<file path="src/rtl/smf_pkg.sv">
package smf_pkg;

    // Result kinds, carried on m_axis_tuser
    localparam int KIND_W = 3;
    localparam logic [KIND_W-1:0] KIND_HEADER    = 3'd0;
    localparam logic [KIND_W-1:0] KIND_CHANNEL   = 3'd1;
    localparam logic [KIND_W-1:0] KIND_META      = 3'd2;
    localparam logic [KIND_W-1:0] KIND_META_DATA = 3'd3;
    localparam logic [KIND_W-1:0] KIND_ERROR     = 3'd4;

    // Error codes
    localparam int ERR_W = 4;
    localparam logic [ERR_W-1:0] ERR_NONE       = 4'd0;
    localparam logic [ERR_W-1:0] ERR_SIGNATURE  = 4'd1;
    localparam logic [ERR_W-1:0] ERR_LENGTH     = 4'd2;
    localparam logic [ERR_W-1:0] ERR_FORMAT     = 4'd3;
    localparam logic [ERR_W-1:0] ERR_TRACKS     = 4'd4;
    localparam logic [ERR_W-1:0] ERR_DIVISION   = 4'd5;
    localparam logic [ERR_W-1:0] ERR_TRK_SIG    = 4'd6;
    localparam logic [ERR_W-1:0] ERR_STATUS     = 4'd7;
    localparam logic [ERR_W-1:0] ERR_TRUNCATED  = 4'd8;

    // Chunk signatures and header constants
    localparam logic [31:0] SIG_MTHD    = 32'h4D54_6864;
    localparam logic [31:0] SIG_MTRK    = 32'h4D54_726B;
    localparam logic [31:0] HDR_LEN     = 32'd6;
    localparam logic [15:0] ONE_TRACK   = 16'd1;

    // Status byte values
    localparam logic [7:0] STATUS_META = 8'hFF;
    localparam logic [3:0] NIB_NOTE_OFF = 4'h8;
    localparam logic [3:0] NIB_PROGRAM  = 4'hC;
    localparam logic [3:0] NIB_PRESSURE = 4'hD;
    localparam logic [3:0] NIB_SYSTEM   = 4'hF;

    // Field widths
    localparam int TICK_W = 32;
    localparam int VLQ_W  = 28;
    localparam int WORD_W = 16;

    // Result tdata layout, lowest bit first
    localparam int OFS_ERR    = 0;
    localparam int OFS_TICK   = OFS_ERR + ERR_W;
    localparam int OFS_NIB    = OFS_TICK + TICK_W;
    localparam int OFS_CHAN   = OFS_NIB + 4;
    localparam int OFS_DATA1  = OFS_CHAN + 4;
    localparam int OFS_DATA2  = OFS_DATA1 + 8;
    localparam int OFS_MLEN   = OFS_DATA2 + 8;
    localparam int OFS_FMT    = OFS_MLEN + VLQ_W;
    localparam int OFS_TRK    = OFS_FMT + WORD_W;
    localparam int OFS_DIV    = OFS_TRK + WORD_W;
    localparam int FIELDS_W   = OFS_DIV + WORD_W;
    localparam int TDATA_W    = ((FIELDS_W + 7) / 8) * 8;

endpackage

</file>
<file path="src/rtl/smf_track_event_parser.sv">
// A byte's result enters the result register at the edge that transfers the byte.
// Throughput: one file byte per cycle unless a stalled result blocks the input; the parser
// state updates in a single pass between the input transfer and the result register, which holds one result.
// Reset: aresetn is synchronous, active low; it returns the parser to the MThd check,
// clears the tick, the counters and the halt flag, and empties the result register.
module smf_track_event_parser (
    input  logic                        aclk,
    input  logic                        aresetn,
    input  logic                        s_axis_tvalid,
    output logic                        s_axis_tready,
    input  logic [7:0]                  s_axis_tdata,  // data_byte
    output logic                        m_axis_tvalid,
    input  logic                        m_axis_tready,
    // error_code, tick, status_nibble, channel, data1, data2, meta_length,
    // header_format, header_tracks, header_division
    output logic [smf_pkg::TDATA_W-1:0] m_axis_tdata,
    output logic [smf_pkg::KIND_W-1:0]  m_axis_tuser,  // kind
    output logic                        m_axis_tlast   // track_end
);
    import smf_pkg::*;

    // Parser phases, one-hot
    typedef enum logic [14:0] {
        PH_SIG_HDR   = 15'h0001,
        PH_HDR_LEN   = 15'h0002,
        PH_FORMAT    = 15'h0004,
        PH_TRACKS    = 15'h0008,
        PH_DIV       = 15'h0010,
        PH_SIG_TRK   = 15'h0020,
        PH_TRK_LEN   = 15'h0040,
        PH_DELTA     = 15'h0080,
        PH_STATUS    = 15'h0100,
        PH_DATA1     = 15'h0200,
        PH_DATA2     = 15'h0400,
        PH_META_TYPE = 15'h0800,
        PH_META_LEN  = 15'h1000,
        PH_META_DATA = 15'h2000,
        PH_DONE      = 15'h4000
    } phase_t;

    typedef struct packed {
        logic [KIND_W-1:0] kind;
        logic [ERR_W-1:0]  err;
        logic [3:0]        nib;
        logic [3:0]        chan;
        logic [7:0]        data1;
        logic [7:0]        data2;
        logic [VLQ_W-1:0]  mlen;
        logic [WORD_W-1:0] div;
        logic              last;
    } result_t;

    // Parser state
    phase_t              phase_reg,     phase_next;
    logic [2:0]          pos_reg,       pos_next;
    logic [31:0]         shift_reg,     shift_next;
    logic [WORD_W-1:0]   format_reg,    format_next;
    logic [WORD_W-1:0]   tracks_reg,    tracks_next;
    logic [TICK_W-1:0]   tick_reg,      tick_next;
    logic [VLQ_W-1:0]    vlq_reg,       vlq_next;
    logic [7:0]          status_reg,    status_next;
    logic [7:0]          first_reg,     first_next;
    logic [VLQ_W-1:0]    meta_rem_reg,  meta_rem_next;
    logic [31:0]         trk_rem_reg,   trk_rem_next;
    logic                halted_reg,    halted_next;

    // Result register
    logic                    out_valid_reg, out_valid_next;
    logic [TDATA_W-1:0]      out_data_reg,  out_data_next;
    logic [KIND_W-1:0]       out_kind_reg,  out_kind_next;
    logic                    out_last_reg,  out_last_next;

    logic               accept;
    logic               res_valid;
    result_t            res;
    logic [7:0]         b;
    logic [2:0]         pos_inc;
    logic [2:0]         field_len;
    logic [31:0]        shift_in;
    logic [VLQ_W-1:0]   vlq_in;
    logic [31:0]        trk_dec;
    logic [VLQ_W-1:0]   meta_dec;
    logic               complete;
    logic               failed;
    logic [3:0]         nib;

    // The result register frees up in the same cycle it is read out.
    assign s_axis_tready = !out_valid_reg || m_axis_tready;
    assign accept        = s_axis_tvalid && s_axis_tready;
    assign b             = s_axis_tdata;

    assign pos_inc  = pos_reg + 3'd1;
    assign shift_in = {shift_reg[23:0], b};
    assign vlq_in   = {vlq_reg[VLQ_W-8:0], b[6:0]};
    assign trk_dec  = trk_rem_reg - 32'd1;
    assign meta_dec = meta_rem_reg - {{(VLQ_W-1){1'b0}}, 1'b1};
    assign nib      = b[7:4];
    assign field_len = (phase_reg == PH_FORMAT || phase_reg == PH_TRACKS ||
                        phase_reg == PH_DIV) ? 3'd2 : 3'd4;

    always_comb begin
        phase_next    = phase_reg;
        pos_next      = pos_reg;
        shift_next    = shift_reg;
        format_next   = format_reg;
        tracks_next   = tracks_reg;
        tick_next     = tick_reg;
        vlq_next      = vlq_reg;
        status_next   = status_reg;
        first_next    = first_reg;
        meta_rem_next = meta_rem_reg;
        trk_rem_next  = trk_rem_reg;
        halted_next   = halted_reg;
        res_valid     = 1'b0;
        res           = '0;
        complete      = 1'b0;
        failed        = 1'b0;

        if (!halted_reg && phase_reg != PH_DONE) begin
            if (phase_reg == PH_SIG_HDR || phase_reg == PH_HDR_LEN ||
                phase_reg == PH_FORMAT  || phase_reg == PH_TRACKS  ||
                phase_reg == PH_DIV     || phase_reg == PH_SIG_TRK ||
                phase_reg == PH_TRK_LEN) begin
                // Header chunk and track chunk header: gather big-endian fields
                shift_next = shift_in;
                if (pos_inc != field_len) begin
                    pos_next = pos_inc;
                end else begin
                    pos_next = '0;
                    unique case (phase_reg)
                        PH_SIG_HDR: begin
                            if (shift_in != SIG_MTHD) begin
                                failed   = 1'b1;
                                res.err  = ERR_SIGNATURE;
                            end else begin
                                phase_next = PH_HDR_LEN;
                            end
                        end
                        PH_HDR_LEN: begin
                            if (shift_in != HDR_LEN) begin
                                failed   = 1'b1;
                                res.err  = ERR_LENGTH;
                            end else begin
                                phase_next = PH_FORMAT;
                            end
                        end
                        PH_FORMAT: begin
                            format_next = shift_in[WORD_W-1:0];
                            phase_next  = PH_TRACKS;
                        end
                        PH_TRACKS: begin
                            tracks_next = shift_in[WORD_W-1:0];
                            phase_next  = PH_DIV;
                        end
                        PH_DIV: begin
                            // Check order: format, tracks, division
                            res.div = shift_in[WORD_W-1:0];
                            if (format_reg != '0) begin
                                failed  = 1'b1;
                                res.err = ERR_FORMAT;
                            end else if (tracks_reg != ONE_TRACK) begin
                                failed  = 1'b1;
                                res.err = ERR_TRACKS;
                            end else if (shift_in[WORD_W-1]) begin
                                failed  = 1'b1;
                                res.err = ERR_DIVISION;
                            end else begin
                                phase_next = PH_SIG_TRK;
                                res_valid  = 1'b1;
                                res.kind   = KIND_HEADER;
                            end
                        end
                        PH_SIG_TRK: begin
                            if (shift_in != SIG_MTRK) begin
                                failed  = 1'b1;
                                res.err = ERR_TRK_SIG;
                            end else begin
                                phase_next = PH_TRK_LEN;
                            end
                        end
                        default: begin
                            // Track length; an empty track ends parsing silently
                            trk_rem_next = shift_in;
                            vlq_next     = '0;
                            phase_next   = (shift_in == '0) ? PH_DONE : PH_DELTA;
                        end
                    endcase
                end
            end else begin
                // Track body: every byte counts against the track length
                trk_rem_next = trk_dec;
                unique case (phase_reg)
                    PH_DELTA: begin
                        vlq_next = vlq_in;
                        if (!b[7]) begin
                            tick_next  = tick_reg + {{(TICK_W-VLQ_W){1'b0}}, vlq_in};
                            phase_next = PH_STATUS;
                        end
                    end
                    PH_STATUS: begin
                        if (b == STATUS_META) begin
                            phase_next = PH_META_TYPE;
                        end else if (nib < NIB_NOTE_OFF || nib == NIB_SYSTEM) begin
                            // Running status and system messages are not handled
                            failed  = 1'b1;
                            res.err = ERR_STATUS;
                        end else begin
                            status_next = b;
                            phase_next  = PH_DATA1;
                        end
                    end
                    PH_DATA1: begin
                        first_next = b;
                        if (status_reg[7:4] == NIB_PROGRAM ||
                            status_reg[7:4] == NIB_PRESSURE) begin
                            res_valid = 1'b1;
                            res.kind  = KIND_CHANNEL;
                            res.nib   = status_reg[7:4];
                            res.chan  = status_reg[3:0];
                            res.data1 = b;
                            complete  = 1'b1;
                        end else begin
                            phase_next = PH_DATA2;
                        end
                    end
                    PH_DATA2: begin
                        res_valid = 1'b1;
                        res.kind  = KIND_CHANNEL;
                        res.nib   = status_reg[7:4];
                        res.chan  = status_reg[3:0];
                        res.data1 = first_reg;
                        res.data2 = b;
                        complete  = 1'b1;
                    end
                    PH_META_TYPE: begin
                        first_next = b;
                        vlq_next   = '0;
                        phase_next = PH_META_LEN;
                    end
                    PH_META_LEN: begin
                        vlq_next = vlq_in;
                        if (!b[7]) begin
                            meta_rem_next = vlq_in;
                            res_valid     = 1'b1;
                            res.kind      = KIND_META;
                            res.data1     = first_reg;
                            res.mlen      = vlq_in;
                            if (vlq_in == '0) begin
                                complete = 1'b1;
                            end else begin
                                phase_next = PH_META_DATA;
                            end
                        end
                    end
                    PH_META_DATA: begin
                        res_valid     = 1'b1;
                        res.kind      = KIND_META_DATA;
                        res.data1     = b;
                        meta_rem_next = meta_dec;
                        complete      = (meta_dec == '0);
                    end
                    default: begin
                        phase_next = phase_reg;
                    end
                endcase

                // Track ran out in the middle of an event
                if (!failed && trk_dec == '0 && !complete) begin
                    failed  = 1'b1;
                    res     = '0;
                    res.err = ERR_TRUNCATED;
                end
                if (!failed && complete) begin
                    vlq_next = '0;
                    if (trk_dec == '0) begin
                        res.last   = 1'b1;
                        phase_next = PH_DONE;
                    end else begin
                        phase_next = PH_DELTA;
                    end
                end
            end

            if (failed) begin
                // Error result keeps only the code and, for the format, tracks and division checks, the division
                halted_next = 1'b1;
                res_valid   = 1'b1;
                res.kind    = KIND_ERROR;
                res.nib     = '0;
                res.chan    = '0;
                res.data1   = '0;
                res.data2   = '0;
                res.mlen    = '0;
                res.last    = 1'b0;
            end
        end
    end

    // Result register: load on a producing transfer, drop once taken
    always_comb begin
        out_valid_next = out_valid_reg;
        out_data_next  = out_data_reg;
        out_kind_next  = out_kind_reg;
        out_last_next  = out_last_reg;
        if (m_axis_tready) begin
            out_valid_next = 1'b0;
        end
        if (accept && res_valid) begin
            out_valid_next = 1'b1;
            out_kind_next  = res.kind;
            out_last_next  = res.last;
            out_data_next  = '0;
            out_data_next[OFS_ERR  +: ERR_W]  = res.err;
            out_data_next[OFS_TICK +: TICK_W] = tick_next;
            out_data_next[OFS_NIB  +: 4]      = res.nib;
            out_data_next[OFS_CHAN +: 4]      = res.chan;
            out_data_next[OFS_DATA1 +: 8]     = res.data1;
            out_data_next[OFS_DATA2 +: 8]     = res.data2;
            out_data_next[OFS_MLEN +: VLQ_W]  = res.mlen;
            out_data_next[OFS_FMT  +: WORD_W] = format_next;
            out_data_next[OFS_TRK  +: WORD_W] = tracks_next;
            out_data_next[OFS_DIV  +: WORD_W] = res.div;
        end
    end

    always_ff @(posedge aclk) begin
        if (!aresetn) begin
            phase_reg     <= PH_SIG_HDR;
            pos_reg       <= '0;
            shift_reg     <= '0;
            format_reg    <= '0;
            tracks_reg    <= '0;
            tick_reg      <= '0;
            vlq_reg       <= '0;
            status_reg    <= '0;
            first_reg     <= '0;
            meta_rem_reg  <= '0;
            trk_rem_reg   <= '0;
            halted_reg    <= 1'b0;
            out_valid_reg <= 1'b0;
        end else begin
            if (accept) begin
                phase_reg    <= phase_next;
                pos_reg      <= pos_next;
                shift_reg    <= shift_next;
                format_reg   <= format_next;
                tracks_reg   <= tracks_next;
                tick_reg     <= tick_next;
                vlq_reg      <= vlq_next;
                status_reg   <= status_next;
                first_reg    <= first_next;
                meta_rem_reg <= meta_rem_next;
                trk_rem_reg  <= trk_rem_next;
                halted_reg   <= halted_next;
            end
            out_valid_reg <= out_valid_next;
        end
    end

    // Payload needs no reset
    always_ff @(posedge aclk) begin
        out_data_reg <= out_data_next;
        out_kind_reg <= out_kind_next;
        out_last_reg <= out_last_next;
    end

    assign m_axis_tvalid = out_valid_reg;
    assign m_axis_tdata  = out_data_reg;
    assign m_axis_tuser  = out_kind_reg;
    assign m_axis_tlast  = out_last_reg;

endmodule

</file>
<file path="config.mk">
export PLATFORM = sky130hd
export DESIGN_NAME = smf_track_event_parser
export DESIGN_NICKNAME = d
export VERILOG_FILES = /design/src/rtl/smf_pkg.sv /design/src/rtl/smf_track_event_parser.sv
export SDC_FILE = /design/constraint.sdc
export NUM_CORES = 1
export LEC_CHECK = 0
export ABC_AREA = 1
export BUFFER_PORTS_ARGS = -buffer_cell sky130_fd_sc_hd__buf_2
export CORE_MARGIN = 5
export CORE_UTILIZATION = 25
export DETAILED_ROUTE_END_ITERATION = 8
export PLACE_DENSITY = 0.36
export SLEW_MARGIN = 20
export SYNTH_ARGS = -nofsm -noshare
export SYNTH_HDL_FRONTEND = slang
export SYNTH_SLANG_ARGS = --single-unit
</file>
<file path="constraint.sdc">
create_clock -name aclk -period 5.5 [get_ports aclk]
set_input_delay 0 -clock aclk [delete_from_list [all_inputs] [get_ports aclk]]
set_output_delay 0 -clock aclk [all_outputs]
set_load 0.1 [all_outputs]
</file>
### Word level (Yosys, flattened, before mapping)

Index checks and enable logic that the tools add are counted.

* flip-flop bits (word level): 345
* bits in latches: 0
* RAM bits: 0
* bits in read-only memories: 0
* input port bits: 12
* output and inout port bits: 142
* logic and storage cells: 228
* memories kept: 0

* add/sub/neg operators: 4
* $mul: 0
* div/mod/pow operators: 0
* order comparisons: 1
* equal/unequal tests: 38
* shift-type cells: 0
* mux-type cells: 110
* bitwise gates (word level): 6
* reduce and logical (&&, ||, !) cells: 48

Operator list (count)
* two-way mux 15 bit: 17
* two-way mux 16 bit: 14
* two-way mux 32 bit: 7
* case mux 15 bit (6 select lines): 1
* two-way mux 21 bit: 4
* two-way mux 28 bit: 3
* two-way mux 76 bit: 1
* case mux 15 bit (5 select lines): 1
* zero test 32 bit: 2
* inequality test 32 x 31 -> 1 bit (second input constant): 2
* zero test 28 bit: 2
* case mux 28 bit (2 select lines): 1
* case mux 21 bit (2 select lines): 1
* two-way mux 1 bit: 37
* adder 32 x 28 -> 32 bit: 1
* inequality test 32 x 3 -> 1 bit (second input constant): 1
* case mux 8 bit (4 select lines): 1
* subtractor 32 x 1 -> 32 bit (second input constant): 1
* subtractor 28 x 1 -> 28 bit (second input constant): 1
* two-way mux 3 bit: 9
* inequality test 3 bit (second input constant): 6
* two-way mux 8 bit: 2
* inequality test 16 x 1 -> 1 bit (second input constant): 1
* inequality test 4 bit (second input constant): 4
* other kinds (48): 87

### Logic depth before layout (Yosys ltp)

Gate-level depths: netlist (run 1).

* depth after elaboration: 21
* depth in mapped cells: 20
* mapped depth without buffers: 20

### Least setup slack after synthesis (run 1)

OpenSTA, ideal clock, no wires.

* path type: register to register
* start point: register out_valid_reg, in the netlist m_axis_tvalid
* end point: register out_data_reg[0], in the netlist m_axis_tdata[0], enable pin
* arrival: 4782 ps
* required time: 5007 ps
* slack: 225 ps
* cell stages (with the launch flop): 6
* buffers on the path: 0
* path through: dfxtp_1 -> nand2_1 -> nand2_1 -> nor2_4 -> nand2_1 -> inv_1

* longest elaborated chain between the ends: 4

Ends and longest elaborated chain
* start: declaration: RTL line smf_track_event_parser.sv:68 `logic out_valid_reg, out_valid_next;`
* start signal: assignment: RTL line smf_track_event_parser.sv:356 `out_valid_reg <= out_valid_next;`
* zero test 1 bit: RTL line smf_track_event_parser.sv:88 `assign s_axis_tready = !out_valid_reg || m_axis_tready;`
* logical OR 1 bit: RTL line smf_track_event_parser.sv:88
* via s_axis_tready: RTL line smf_track_event_parser.sv:10 `output logic s_axis_tready,`
* logical AND 1 bit: RTL line smf_track_event_parser.sv:89 `assign accept = s_axis_tvalid && s_axis_tready;`
* logical AND 1 bit: RTL line smf_track_event_parser.sv:308 `if (accept && res_valid) begin`
* end signal: assignment: RTL line smf_track_event_parser.sv:362 `out_data_reg <= out_data_next;`
* end: declaration: RTL line smf_track_event_parser.sv:69 `logic [TDATA_W-1:0] out_data_reg, out_data_next;`

The timed path passes the listed nets, and every way through them passes these cells.
A chain may end at the register's enable or synchronous reset.

### Final worst setup path (run 1)

* start point: register trk_rem_reg[0]
* end point: register out_data_reg[128], in the netlist m_axis_tdata[128], enable pin

* longest elaborated chain between the ends: 12

Ends and longest elaborated chain
* start: declaration: RTL line smf_track_event_parser.sv:64 `logic [31:0] trk_rem_reg, trk_rem_next;`
* start signal: assignment: RTL line smf_track_event_parser.sv:353 `trk_rem_reg <= trk_rem_next;`
* subtractor 32 x 1 -> 32 bit: RTL line smf_track_event_parser.sv:95 `assign trk_dec = trk_rem_reg - 32'd1;`
* zero test 32 bit: RTL line smf_track_event_parser.sv:268 `if (!failed && trk_dec == '0 && !complete) begin`
* logical AND 1 bit (2 in series): RTL line smf_track_event_parser.sv:268
* two-way mux 1 bit: RTL line smf_track_event_parser.sv:268
* two-way mux 1 bit: RTL line smf_track_event_parser.sv:120 `if (phase_reg == PH_SIG_HDR || phase_reg == PH_HDR_LEN ||`
* two-way mux 1 bit: RTL line smf_track_event_parser.sv:119 `if (!halted_reg && phase_reg != PH_DONE) begin`
* two-way mux 1 bit: RTL line smf_track_event_parser.sv:120
* two-way mux 1 bit: RTL line smf_track_event_parser.sv:119
* two-way mux 1 bit: RTL line smf_track_event_parser.sv:284 `if (failed) begin`
* two-way mux 1 bit: RTL line smf_track_event_parser.sv:119
* logical AND 1 bit: RTL line smf_track_event_parser.sv:308

Every way passes these cells. The select of a mux whose other input is x is not followed.

==> metrics.md, run 1 <==
| Metric | Value |
|---|---|
| Initial antenna violation count | `1` |
| Max Root-Sink Buffers | `3` |
| Worst-Margin Slew | `1.10 ns` |
| Area Overhead vs Synth | `16.4%` |
| First-pass GRT wire length | `106 mm` |
| Syn Std Cell Area | `~0.019 mm^2` |
| Row count | `slightly above 100` |
| Reg clk slew, reported paths | `0.07 ns` |
| Min-delay src | `s_axis_tvalid` |
| Mapped Avg Cell Area | `7.43 um^2` |
| Layout net count | `2736` |
| Slew margin rel. | `0.265` |
| Number of synthesized flops with an enable pin | `140` |
| First drt pass iteration count | `5` |
| Total Routing Usage GR | `0.168` |
| FMAX | `between 200 and 300 MHz` |
| Post-Layout Inst Area | `around 0.022 mm^2` |
| Die area | `just over 0.08 mm^2` |
| Max FFs per register | `~140` |
| H-tree depth | `2` |
| Crit path launch type | `register` |
| Area leader, netlist | `edfxtp_1` |
| Library cells used by synthesis | `54` |
| WP data required | `5.74 ns` |
| Diode count | `0` |
| Main synth FF type | `dfxtp_1` |
| Final Routed Wirelength | `70.9 mm` |
| RSZ-0062 raised after global routing | `no` |
| Gpl congestion | `between 0.8 and 0.9` |
| Syn. warnings | `0` |
| Die Ht | `approximately 290 um` |
| # fillers | `around 8200` |
| Fin crit period | `approximately 4 ns` |
| Worst-skew pair later-pin latency | `0.59 ns` |
| Slew Limit Fails | `0` |
| Layout cell share with drive strength beyond 1 | `0.143` |
| Crit path kind | `register to register` |
| Status | `finished, final reports clean` |
| CTS tree | `done` |
| Leak Pwr | `between 0.009 and 0.01 uW` |
| Crit path capture type | `register` |
| DRT antenna net count | `0` |
| Placed Area | `~0.021 mm^2` |
| CP arrival | `around 4.2 ns` |
| Mean routed wirelength per cell | `around 19 um` |
| Vias per cell | `4.72` |
| Clk_skew | `0.0194 ns` |
| PwrDens | `about 400 mW/mm^2` |
| CTS buffer count | `43` |
| Ys async rst share | `0` |
| Max FO, Critical Path | `between 90 and 100` |
| DR DRC count | `0` |
| Pin count of the biggest net entering global routing | `between 90 and 100` |
| HPWL after DPL | `between 50 and 60 mm` |
| Total number of vias | `around 17000` |
| Worst IR Drop VDD | `between 0.2 and 0.25 mV` |
| Yosys top cell area share | `0.221` |
| Final hold viol count | `0` |
| Setup slack after layout | `between 1.5 and 2 ns` |
| Multi-input logic area | `0.00900 mm^2` |
| Io pins | `between 150 and 200` |
| Initial drt markers | `around 1300` |
| Register area | `~0.0083 mm^2` |
| Worst Hold Class | `input port to register` |
| Max_cap viols | `0` |
| Synth top area cells | `edfxtp_1 22%, dfxtp_1 22%, nand2_1 9.3%` |
| Total core area | `0.0757 mm^2` |
| Post-cts sizing count | `0` |
| Worst slack, placed | `~1.5 ns` |
| Die span in x | `286 um` |
| #FFs+latches synth | `between 300 and 400` |
| Gr ovfl total | `0` |
| Setup TNS | `0 ns` |
| # clock sinks | `approximately 350` |
| Post-Syn Instances | `about 2600` |
| Final period utilization | `0.724` |
| Clock root cell | `clkbuf_16` |
| Seq/Total Area, Yosys | `0.437` |
| I/O Buffers | `between 150 and 200` |
| Initial Util | `0.251` |
| Crit Reg-Reg Startpoint | `trk_rem_reg[0]$_SDFFE_PN0P_` |
| CP startpoint | `trk_rem_reg[0]$_SDFFE_PN0P_` |
| Setup-failing EPs final | `0` |
| Syn nets | `between 2000 and 3000` |
| Vias in the first global route | `between 15000 and 20000` |
==> cells in the final DEF (no fill, tap or decap), types with 39 or more instances in the layout <==
cell type and n:
nand3_1 95, o21ai_1 50, edfxtp_1 140, inv_1 297, buf_2 153, clkbuf_16 43, a21oi_1 142, o21ai_0 191
nor2_1 446, nand2_1 472, nor3_1 39, dfxtp_1 205, nand4_1 53
==> critical path: stages (launching register included) <==
cell     delay [ns]
dfxtp_1        0.32
inv_1          0.14
ha_1           0.31
nand2_2        0.13
nor2_4         0.26
nand2_1        0.10
xor2_1         0.19
nor4_1         0.29
nand4_1        0.21
nor2_1         0.20
nand3_1        0.11
nand3_1        0.08
nand2_1        0.10
inv_6          0.65
buf_4          0.48
==> path summary, 6_finish.rpt <==
| check | end | slack (ns) | cells past startpoint |
|---|---|---|---|
| worst max-delay path | m_axis_tdata[128]$_SDFFCE_PP0P_ | 1.52 | 14 |
| worst min-delay path | halted_reg$_SDFFE_PN0P_ | 0.05 | 5 |
| worst max register to register | m_axis_tdata[128]$_SDFFCE_PP0P_ | 1.52 | 14 |
| worst min register to register | shift_reg[21]$_SDFFE_PN0P_ | 0.47 | 2 |
==> synthesized netlist by cell type, types with 3 or more instances <==
master,count
a211oi_1,36
a21boi_0,3
a21oi_1,142
a21oi_2,8
a22oi_1,8
a311oi_1,4
a31oi_1,25
buf_2,26
buf_4,3
buf_6,6
clkbuf_1,56
dfxtp_1,205
edfxtp_1,140
ha_1,33
inv_1,298
inv_2,31
nand2_1,473
nand2_2,13
nand2_4,3
nand3_1,95
nand3_2,6
nand3b_1,12
nand4_1,53
nor2_1,447
nor2_2,27
nor2_4,30
nor2_8,3
nor3_1,39
nor3_2,7
nor4_1,17
o211ai_1,4
o21ai_0,191
o21ai_1,50
o21bai_1,5
or2_2,10
xnor2_1,8
xor2_1,22
==> report_power, final <==
group          internal (uW)  leakage, uW  switching [uW]  total [uW]
Clock                   1650     0.000696            1220        2870
Sequential              2860      0.00297             195        3060
Combinational            731      0.00575            2180        2910
Total                   5240      0.00942            3600        8840
==> repair_timing <==
item,in CTS,in global routing
buffers inserted,0,0
endpoints found under the hold margin,15,0
setup endpoints to repair,0,0
hold buffers,9,0
==> cells by family after synthesis <==
group           synth area share
compound gates             0.142
xor+xnor                  0.0138
fa+ha+maj                 0.0227
buf+inv                   0.0907
flops                      0.437
simple gates               0.295
==> metal layers <==
layer  share of wire  vias up  track usage
met5         0.00018        -            0
met3           0.045       70       0.0228
met2            0.47      409        0.283
met4           0.017        2       0.0364
met1            0.47     8310        0.230
li1                -     8699            -
==> through the flow <==
| stage | total power [uW] | instances | utilization | hold WS [ns] |
|---|---|---|---|---|
| 2_1_floorplan | 5170 | 2562 | - | 0.144 |
| 3_3_place_gp | 6050 | 3614 | 0.273 | 0.343 |
| 3_5_place_dp | 6020 | 3614 | 0.273 | 0.355 |
| 4_1_cts | 8960 | 3703 | 0.293 | 0.0114 |
| 5_1_grt | 9390 | 3703 | 0.293 | 0.0710 |
| 6_report | 8840 | 3703 | 0.293 | 0.0544 |
==> layout make-up <==
type	count	share of cell area
Sequential cell	345	0.375
Clock buffer	55	0.0524
Tap cell	978	0.0552
Clock inverter	25	0.0108
Multi-Input combinational cell	1791	0.406
Timing Repair Buffer	176	0.0434
Inverter	333	0.0569
Note: power is estimated with default switching activity, not from simulation.
==> inputs of run 2 (changes only) <==
--- a/config.mk
+++ b/config.mk
@@ -5,7 +5,7 @@
 export SDC_FILE = /design/constraint.sdc
 export NUM_CORES = 1
 export LEC_CHECK = 0
-export ABC_AREA = 1
+export ABC_AREA = 0
 export BUFFER_PORTS_ARGS = -buffer_cell sky130_fd_sc_hd__buf_2
 export CORE_MARGIN = 5
 export CORE_UTILIZATION = 25
==> constraint.sdc (replaced) <==
create_clock -name aclk -period 3.9 [get_ports aclk]
set_input_delay 0 -clock aclk [delete_from_list [all_inputs] [get_ports aclk]]
set_output_delay 0 -clock aclk [all_outputs]
set_load 0.1 [all_outputs]
==> run 2 against run 1 <==
Largest power group is now the clock network. Critical path depth fell by 1. Cell area down 2.9%. Synthesized area decreased by 8.3%. Largest cell class unchanged. Sequential share of layout area rose by 1.1 points.
==> metrics.md, run 2 <==
| Metric | Value |
|---|---|
| Clock root cell | `clkbuf_16` |
| Total Routing Usage GR | `0.166 (-0.00144)` |
| Worst-skew pair later-pin latency | `0.59 ns (about the same)` |
| Row count | `96 (-5.0%)` |
| Worst path most repeated cell | `buf_4` |
| DRT antenna net count | `0 (unchanged)` |
| Setup-failing EPs final | `0 (unchanged)` |
| Critical-path cell list | `inv_2 > ha_4 > or3b_4 > or3_4 > or4_4 > xor2_1 > o2111ai_1 > nor4_2 > buf_4 > a31oi_2 > a21oi_4 > buf_4 > buf_12` |
| Setup TNS | `0 ns (unchanged)` |
| # fillers | `7343 (-11%)` |
| Area leader, netlist | `edfxtp_1` |
| Main synth FF type | `dfxtp_1` |
| Combinational share of power | `0.041 (-0.289)` |
| CP arrival | `3.97 ns (-0.25 ns)` |
| Yosys top cell area share | `0.241 (+0.0201)` |
| Switch share | `0.237 (-0.170)` |
| Syn nets | `2074 (-20%)` |
| Max_cap viols | `0 (unchanged)` |
| CTS tree | `done` |
| Leak Pwr | `0.00822 uW (-13%)` |
| I/O Buffers | `153 (unchanged)` |
| Layout cell share with drive strength beyond 1 | `0.176 (+0.0337)` |
| Final period utilization | `0.951 (+0.228)` |
| Vias in the first global route | `15400 (-8.3%)` |
| H-tree depth | `2 (unchanged)` |
| Initial drt markers | `996 (-24%)` |
| Io pins | `154 (unchanged)` |
| Met1 Usage GRT | `0.214 (-0.0163)` |
| Die Ht | `274 um (-4.1%)` |
| Library cells used by synthesis | `77 (+43%)` |
| Commonest non-fill, non-tap cell in the layout | `nand2_1` |
| Worst-Margin Slew | `0.826 ns (-0.274 ns)` |
| Syn Std Cell Area | `0.0174 mm^2 (-8.3%)` |
| Met2 Usage GRT | `0.292 (+0.00899)` |
| First drt pass iteration count | `5 (unchanged)` |
| Seq/Total Area, Yosys | `0.476 (+0.0397)` |
| Commonest cells post-synth | `309 x nand2_1, 205 x dfxtp_1, 201 x nor2_1, 184 x a21oi_1, 149 x o21ai_0` |
| WP data required | `4.16 ns (-1.58 ns)` |
| #FFs+latches synth | `345 (unchanged)` |
| CTS buffer count | `44 (+2.3%)` |
| Fin crit period | `3.71 ns (-0.271 ns)` |
| Max FO, Critical Path | `33 (-64%)` |
| Initial Util | `0.253 (+0.00162)` |
| Final hold viol count | `0 (unchanged)` |
| Syn. warnings | `0 (unchanged)` |
| Die area | `0.0752 mm^2 (-8.0%)` |
| PwrDens | `382 mW/mm^2 (-4.1%)` |
| Max Root-Sink Buffers | `3 (unchanged)` |
| Crit path kind | `register to register` |
| Crit-path max cell delay | `0.45 ns (-0.20 ns)` |
| Commonest cells after routing, fill and taps aside | `308 x nand2_1, 203 x dfxtp_1, 201 x nor2_1, 183 x a21oi_1, 153 x buf_2` |
| Crit path launch type | `register` |
| Pwr Total | `8230 uW (-6.9%)` |
| Die span in x | `274 um (-4.1%)` |
| First-pass GRT wire length | `97.0 mm (-8.8%)` |
| # clock sinks | `345 (unchanged)` |
| WHS Endpoint | `tick_reg[1]$_SDFFE_PN0P_` |
| HPWL after DPL | `45.0 mm (-12%)` |
| DR DRC count | `0 (unchanged)` |
| Count leader, synth | `nand2_1` |
| Status | `finished, final reports clean` |
| Number of synthesized flops with an enable pin | `140 (unchanged)` |
| Vias per cell | `4.86 (+3.0%)` |
| Synth top area cells | `edfxtp_1 24%, dfxtp_1 24%, nand2_1 6.6%` |
| Grt peak-use layer | `met2` |
| Area Overhead vs Synth | `23.4%` |
| Worst IR Drop VDD | `0.266 mV (+7.2%)` |
| Slowest cell on the critical path | `or4_4` |
| Largest delay share family, worst path | `simple AND/OR/NAND/NOR gates` |
| Worst Hold Class | `input port to register` |
| Diode count | `0 (unchanged)` |
| Hold slack | `0.192 ns (+0.137 ns)` |
| CP Buf/Inv Count | `4 (+1)` |
| Total number of vias | `15500 (-11%)` |
| Max FFs per register | `136 (unchanged)` |
| Met3 Use GR | `0.0240 (+0.00119)` |
| FMAX | `269 MHz (+7.3%)` |
| RSZ-0062 raised after global routing | `no` |
| Pin count of the biggest net entering global routing | `84 (-8.7%)` |
| Mapped Avg Cell Area | `8.60 um^2 (+16%)` |
| Slew Limit Fails | `0 (unchanged)` |
| Clock share of power | `0.498 (+0.174)` |
| Final Routed Wirelength | `64.2 mm (-9.5%)` |
| Critical R2R Capture | `m_axis_tdata[26]$_DFFE_PP_` |
| Worst r2r path cells | `13 (-1)` |
| Min-delay src | `s_axis_tvalid` |
| Worst R2R Setup Slack | `0.19 ns (-1.33 ns)` |
| Switching power | `1950 uW (-46%)` |
| Pint | `6280 uW (+20%)` |
| Crit path capture type | `register` |
| Layout net count | `2271 (-17%)` |
| Clk_skew | `0.0188 ns (-0.000607 ns)` |
| Slew margin rel. | `0.450 (+0.185)` |
| Final core utilization | `0.312 (+0.0195)` |
| Initial antenna violation count | `0 (-1)` |
| Crit Reg-Reg Startpoint | `trk_rem_reg[1]$_SDFFE_PN0P_` |
| Post-Syn Instances | `2028 (-21%)` |
| Total core area | `0.0689 mm^2 (-8.9%)` |
| Reg clk slew, reported paths | `0.06 ns (about the same)` |
| Gr ovfl total | `0 (unchanged)` |
| Sequential share of power | `0.461 (+0.115)` |
| Ys async rst share | `0 (unchanged)` |
| Hold path depth | `5 (unchanged)` |
| Gpl congestion | `0.812 (-7.1%)` |
| Mean routed wirelength per cell | `20.1 um (+5.0%)` |
run 2: worst max-delay path by stage:
stage	start	end	slack, ns	cells after the start
after floorplan	trk_rem_reg[1]$_SDFFE_PN0P_	m_axis_tdata[0]$_SDFFCE_PN0P_	-1.50	10
after global placement	trk_rem_reg[1]$_SDFFE_PN0P_	m_axis_tdata[19]$_DFFE_PP_	0.06	13
after detailed placement	trk_rem_reg[0]$_SDFFE_PN0P_	m_axis_tdata[2]$_SDFFCE_PN0P_	0.07	11
after CTS	trk_rem_reg[0]$_SDFFE_PN0P_	m_axis_tdata[67]$_SDFFCE_PP0P_	0.05	11
after global routing	meta_rem_reg[0]$_SDFFE_PN0P_	m_axis_tdata[73]$_SDFFCE_PP0P_	0.03	12
final	trk_rem_reg[1]$_SDFFE_PN0P_	m_axis_tdata[26]$_DFFE_PP_	0.19	13
run 2: worst reg2reg max path, cell delays in order, from the launching register on:
cell	delay, ns
dfxtp_2	0.34
inv_2	0.08
ha_4	0.16
or3b_4	0.39
or3_4	0.38
or4_4	0.45
xor2_1	0.15
o2111ai_1	0.13
nor4_2	0.36
buf_4	0.21
a31oi_2	0.13
a21oi_4	0.24
buf_4	0.16
buf_12	0.19
run 2: routing by layer:
layer | part of all wire | up-vias | wire length [um]
met5 | 0 | - | 0
met4 | 0.026 | 0 | 1660
met3 | 0.033 | 84 | 2140
met2 | 0.49 | 277 | 31800
met1 | 0.45 | 7513 | 28600
li1 | - | 7649 | -
run 2: stage by stage:
step,cell area [um^2],instances,setup WS [ns]
global placement,20000,3098,0.0582
detailed placement,20000,3098,0.0659
CTS,21500,3190,0.0538
floorplan,17500,2028,-1.50
finish,21500,3192,0.189
global route,21500,3192,0.0278
run 2: cell families after synthesis:
family / after synthesis / share of synthesized area
xor gates and xnor gates: 42 / 0.0211
buffers and inverters: 176 / 0.0398
adders and majority gates: 34 / 0.0248
DFF: 345 / 0.476
AOI/OAI and AO/OA: 486 / 0.164
muxes: 38 / 0.0236
and+or+nand+nor: 907 / 0.251
run 2: area by class of cell:
| class | instances | area, um^2 | share of cell area |
|---|---|---|---|
| Clock buffer | 55 | 1140 | 0.0531 |
| Clock inverter | 27 | 287 | 0.0133 |
| Inverter | 45 | 171 | 0.00796 |
| Multi-Input combinational cell | 1507 | 8520 | 0.396 |
| Sequential cell | 345 | 8310 | 0.386 |
| Tap cell | 931 | 1160 | 0.0541 |
| Timing Repair Buffer | 282 | 1920 | 0.0893 |
run 2: power groups by stage:
| stage | Sequential, uW | Combinational [uW] | Clock (uW) |
|---|---|---|---|
| final | 3790 | 337 | 4100 |
| after global routing | 3790 | 367 | 4390 |
| after CTS | 3790 | 343 | 4240 |
| after detailed placement | 3870 | 334 | 0 |
| after global placement | 3870 | 333 | 0 |
| after floorplan | 3880 | 176 | 0 |
run 2: what timing repair did:
item | 4_1_cts | 5_1_grt
gates resized for setup | 0 | 2
setup endpoints to repair | 0 | 78
hold buffers | 10 | 0
endpoints found under the hold margin | 40 | 0
setup buffers | 0 | 2
==> inputs of run 3 (changes only) <==
--- a/config.mk
+++ b/config.mk
@@ -8,9 +8,9 @@
 export ABC_AREA = 0
 export BUFFER_PORTS_ARGS = -buffer_cell sky130_fd_sc_hd__buf_2
 export CORE_MARGIN = 5
-export CORE_UTILIZATION = 25
+export CORE_UTILIZATION = 30
 export DETAILED_ROUTE_END_ITERATION = 8
-export PLACE_DENSITY = 0.36
+export PLACE_DENSITY = 0.42
 export SLEW_MARGIN = 20
 export SYNTH_ARGS = -nofsm -noshare
 export SYNTH_HDL_FRONTEND = slang
==> run 3 against run 2 <==
Power fell by 3.9%. Sequential power barely moved. Register-to-register slack barely moved. Critical path depth fell by 1. Count of clock-buffer cells in the layout rose by 7. Sequential cell count did not move. Cell count fell by 5.7%. First-iteration DRC count rose by 0.30%. Sequential share of layout area rose by 0.80 points. Critical endpoint is now m_axis_tdata[130]$_SDFFCE_PP0P_.
==> metrics.md, run 3 (synthesis gave the netlist of run 2 again) <==
| Metric | Value |
|---|---|
| Die span in x | `251 um (-8.4%)` |
| Total core area | `0.0577 mm^2 (-16%)` |
| # clock sinks | `345 (unchanged)` |
| DR DRC count | `0 (unchanged)` |
| Crit path capture type | `register` |
| First drt pass iteration count | `5 (unchanged)` |
| Total Routing Usage GR | `0.185 (+0.0184)` |
| Fin crit period | `3.71 ns (-0.00233 ns)` |
| Gr ovfl total | `0 (unchanged)` |
| Worst IR Drop VDD | `0.259 mV (-2.7%)` |
| Crit path launch type | `register` |
| Clk_skew | `0.0196 ns (+0.000736 ns)` |
| Max FFs per register | `136 (unchanged)` |
| Final period utilization | `0.951 (about the same)` |
| Initial antenna violation count | `0 (unchanged)` |
| HPWL after DPL | `41.9 mm (-6.7%)` |
| CP arrival | `3.99 ns (+0.02 ns)` |
| Diode count | `0 (unchanged)` |
| Crit path kind | `register to register` |
| Clock root cell | `clkbuf_16` |
| Max Root-Sink Buffers | `3 (unchanged)` |
| Setup TNS | `0 ns (unchanged)` |
| FMAX | `270 MHz (about the same)` |
| DRT antenna net count | `0 (unchanged)` |
| RSZ-0062 raised after global routing | `no` |
| CTS tree | `done` |
| Commonest non-fill, non-tap cell in the layout | `nand2_1` |
| Worst-skew pair later-pin latency | `0.58 ns (about the same)` |
| Worst-Margin Slew | `0.808 ns (-0.0179 ns)` |
| Worst r2r path cells | `12 (-1)` |
| Gpl congestion | `0.859 (+5.8%)` |
| Layout net count | `2256 (-0.66%)` |
| Slew Limit Fails | `0 (unchanged)` |
| Status | `finished, final reports clean` |
| WP data required | `4.18 ns (+0.02 ns)` |
| Io pins | `154 (unchanged)` |
| H-tree depth | `2 (unchanged)` |
| Slew margin rel. | `0.461 (+0.0120)` |
| Final hold viol count | `0 (unchanged)` |
| Die Ht | `251 um (-8.4%)` |
| Pin count of the biggest net entering global routing | `59 (-30%)` |
| Final core utilization | `0.366 (+0.0533)` |
| Setup-failing EPs final | `0 (unchanged)` |
| Worst Hold Class | `input port to register` |
| Layout cell share with drive strength beyond 1 | `0.171 (-0.00579)` |
| Reg clk slew, reported paths | `0.06 ns (about the same)` |
| Max FO, Critical Path | `29 (-12%)` |
| Mean routed wirelength per cell | `19.9 um (-0.89%)` |
| Row count | `88 (-8.3%)` |
| Leak Pwr | `0.00812 uW (-1.2%)` |
| Initial drt markers | `999 (+0.30%)` |
| Area Overhead vs Synth | `20.9%` |
| First-pass GRT wire length | `92.8 mm (-4.3%)` |
| Total number of vias | `15500 (+0.15%)` |
| Commonest cells after routing, fill and taps aside | `308 x nand2_1, 203 x dfxtp_1, 201 x nor2_1, 183 x a21oi_1, 153 x buf_2` |
| PwrDens | `375 mW/mm^2 (-1.9%)` |
| Die area | `0.0631 mm^2 (-16%)` |
| Final Routed Wirelength | `60.0 mm (-6.6%)` |
| Vias in the first global route | `15400 (-0.42%)` |
| CTS buffer count | `42 (-4.5%)` |
| Hold path depth | `3 (-2)` |
| Post-CTS setup buffers | `0 (unchanged)` |
| Initial Util | `0.302 (+0.0493)` |
| I/O Buffers | `153 (unchanged)` |
| # fillers | `5983 (-19%)` |
| Max_cap viols | `0 (unchanged)` |
| Vias per cell | `5.17 (+6.2%)` |
-- run 3: changes by cell type in the layout (fill, tap and decap cells not counted), moves of 2 or more --
| cell | previous run | this run |
|---|---|---|
| buf_12 | 13 | 11 |
| buf_4 | 106 | 96 |
| bufinv_16 | 5 | 1 |
| clkbuf_1 | 11 | 16 |
| clkbuf_16 | 44 | 42 |
| clkbuf_8 | 0 | 4 |
| clkinv_1 | 9 | 4 |
| clkinv_2 | 7 | 5 |
| clkinv_4 | 0 | 2 |
| clkinvlp_4 | 3 | 1 |
-- run 3: final cells by class --
cell class / instances / area [um^2] / share of cell area
timing repair buffer: 269 / 1800 / 0.0852
clock inverter: 16 / 154 / 0.00730
inverter: 45 / 171 / 0.00813
sequential: 345 / 8310 / 0.394
clock buffer: 62 / 1170 / 0.0553
multi-input combinational: 1507 / 8530 / 0.405
tap: 765 / 957 / 0.0454
-- run 3: repair_timing --
action / 4_1_cts / 5_1_grt
hold buffers: 9 / 0
setup endpoints to repair: 0 / 56
resized for setup: 0 / 2
endpoints found under the hold margin: 25 / 0
-- run 3: power by group --
group	total (uW)	internal, uW	switching, uW
logic	328	93.8	234
clock network	3790	2160	1630
registers	3790	3760	29.3
total	7910	6020	1890
-- run 3: per-layer routing --
layer / track usage / vias to the layer above / part of all wire
li1: - / 7622 / -
met1: 0.236 / 7488 / 0.43
met2: 0.324 / 344 / 0.50
met5: 0 / - / 0
met4: 0.0535 / 0 / 0.027
met3: 0.0283 / 93 / 0.043
-- run 3: worst max-delay path, stage by stage, from the launching register on --
cell,delay [ns]
dfxtp_2,0.34
inv_2,0.08
ha_4,0.16
or3b_4,0.40
or3_4,0.37
or4_4,0.45
xor2_1,0.14
o2111ai_1,0.16
nor4_4,0.38
a31oi_2,0.20
a21oi_4,0.33
buf_12,0.19
buf_12,0.20
-- run 3: path summary, 6_finish.rpt --
kind	slack (ns)	endpoint	start
max	0.19	m_axis_tdata[130]$_SDFFCE_PP0P_	trk_rem_reg[1]$_SDFFE_PN0P_
min	0.008	trk_rem_reg[4]$_SDFFE_PN0P_	aresetn
max reg2reg	0.19	m_axis_tdata[130]$_SDFFCE_PP0P_	trk_rem_reg[1]$_SDFFE_PN0P_
min reg2reg	0.47	pos_reg[1]$_SDFFE_PN0P_	pos_reg[1]$_SDFFE_PN0P_
-- run 3: metrics by stage --
| stage | std cells | setup WS, ns | total power, uW | cell area [um^2] | hold slack (ns) |
|---|---|---|---|---|---|
| 3_3_place_gp | 2922 | 0.202 | 4190 | 19700 | 0.428 |
| 4_1_cts | 3009 | 0.128 | 8050 | 21100 | 0.00443 |
| 5_1_grt | 3009 | 0.00646 | 8220 | 21100 | 0.0464 |
| 6_report | 3009 | 0.192 | 7910 | 21100 | 0.00787 |
| 3_5_place_dp | 2922 | 0.150 | 4190 | 19700 | 0.437 |
| 2_1_floorplan | 2028 | -1.50 | 4050 | 17500 | 0.230 |
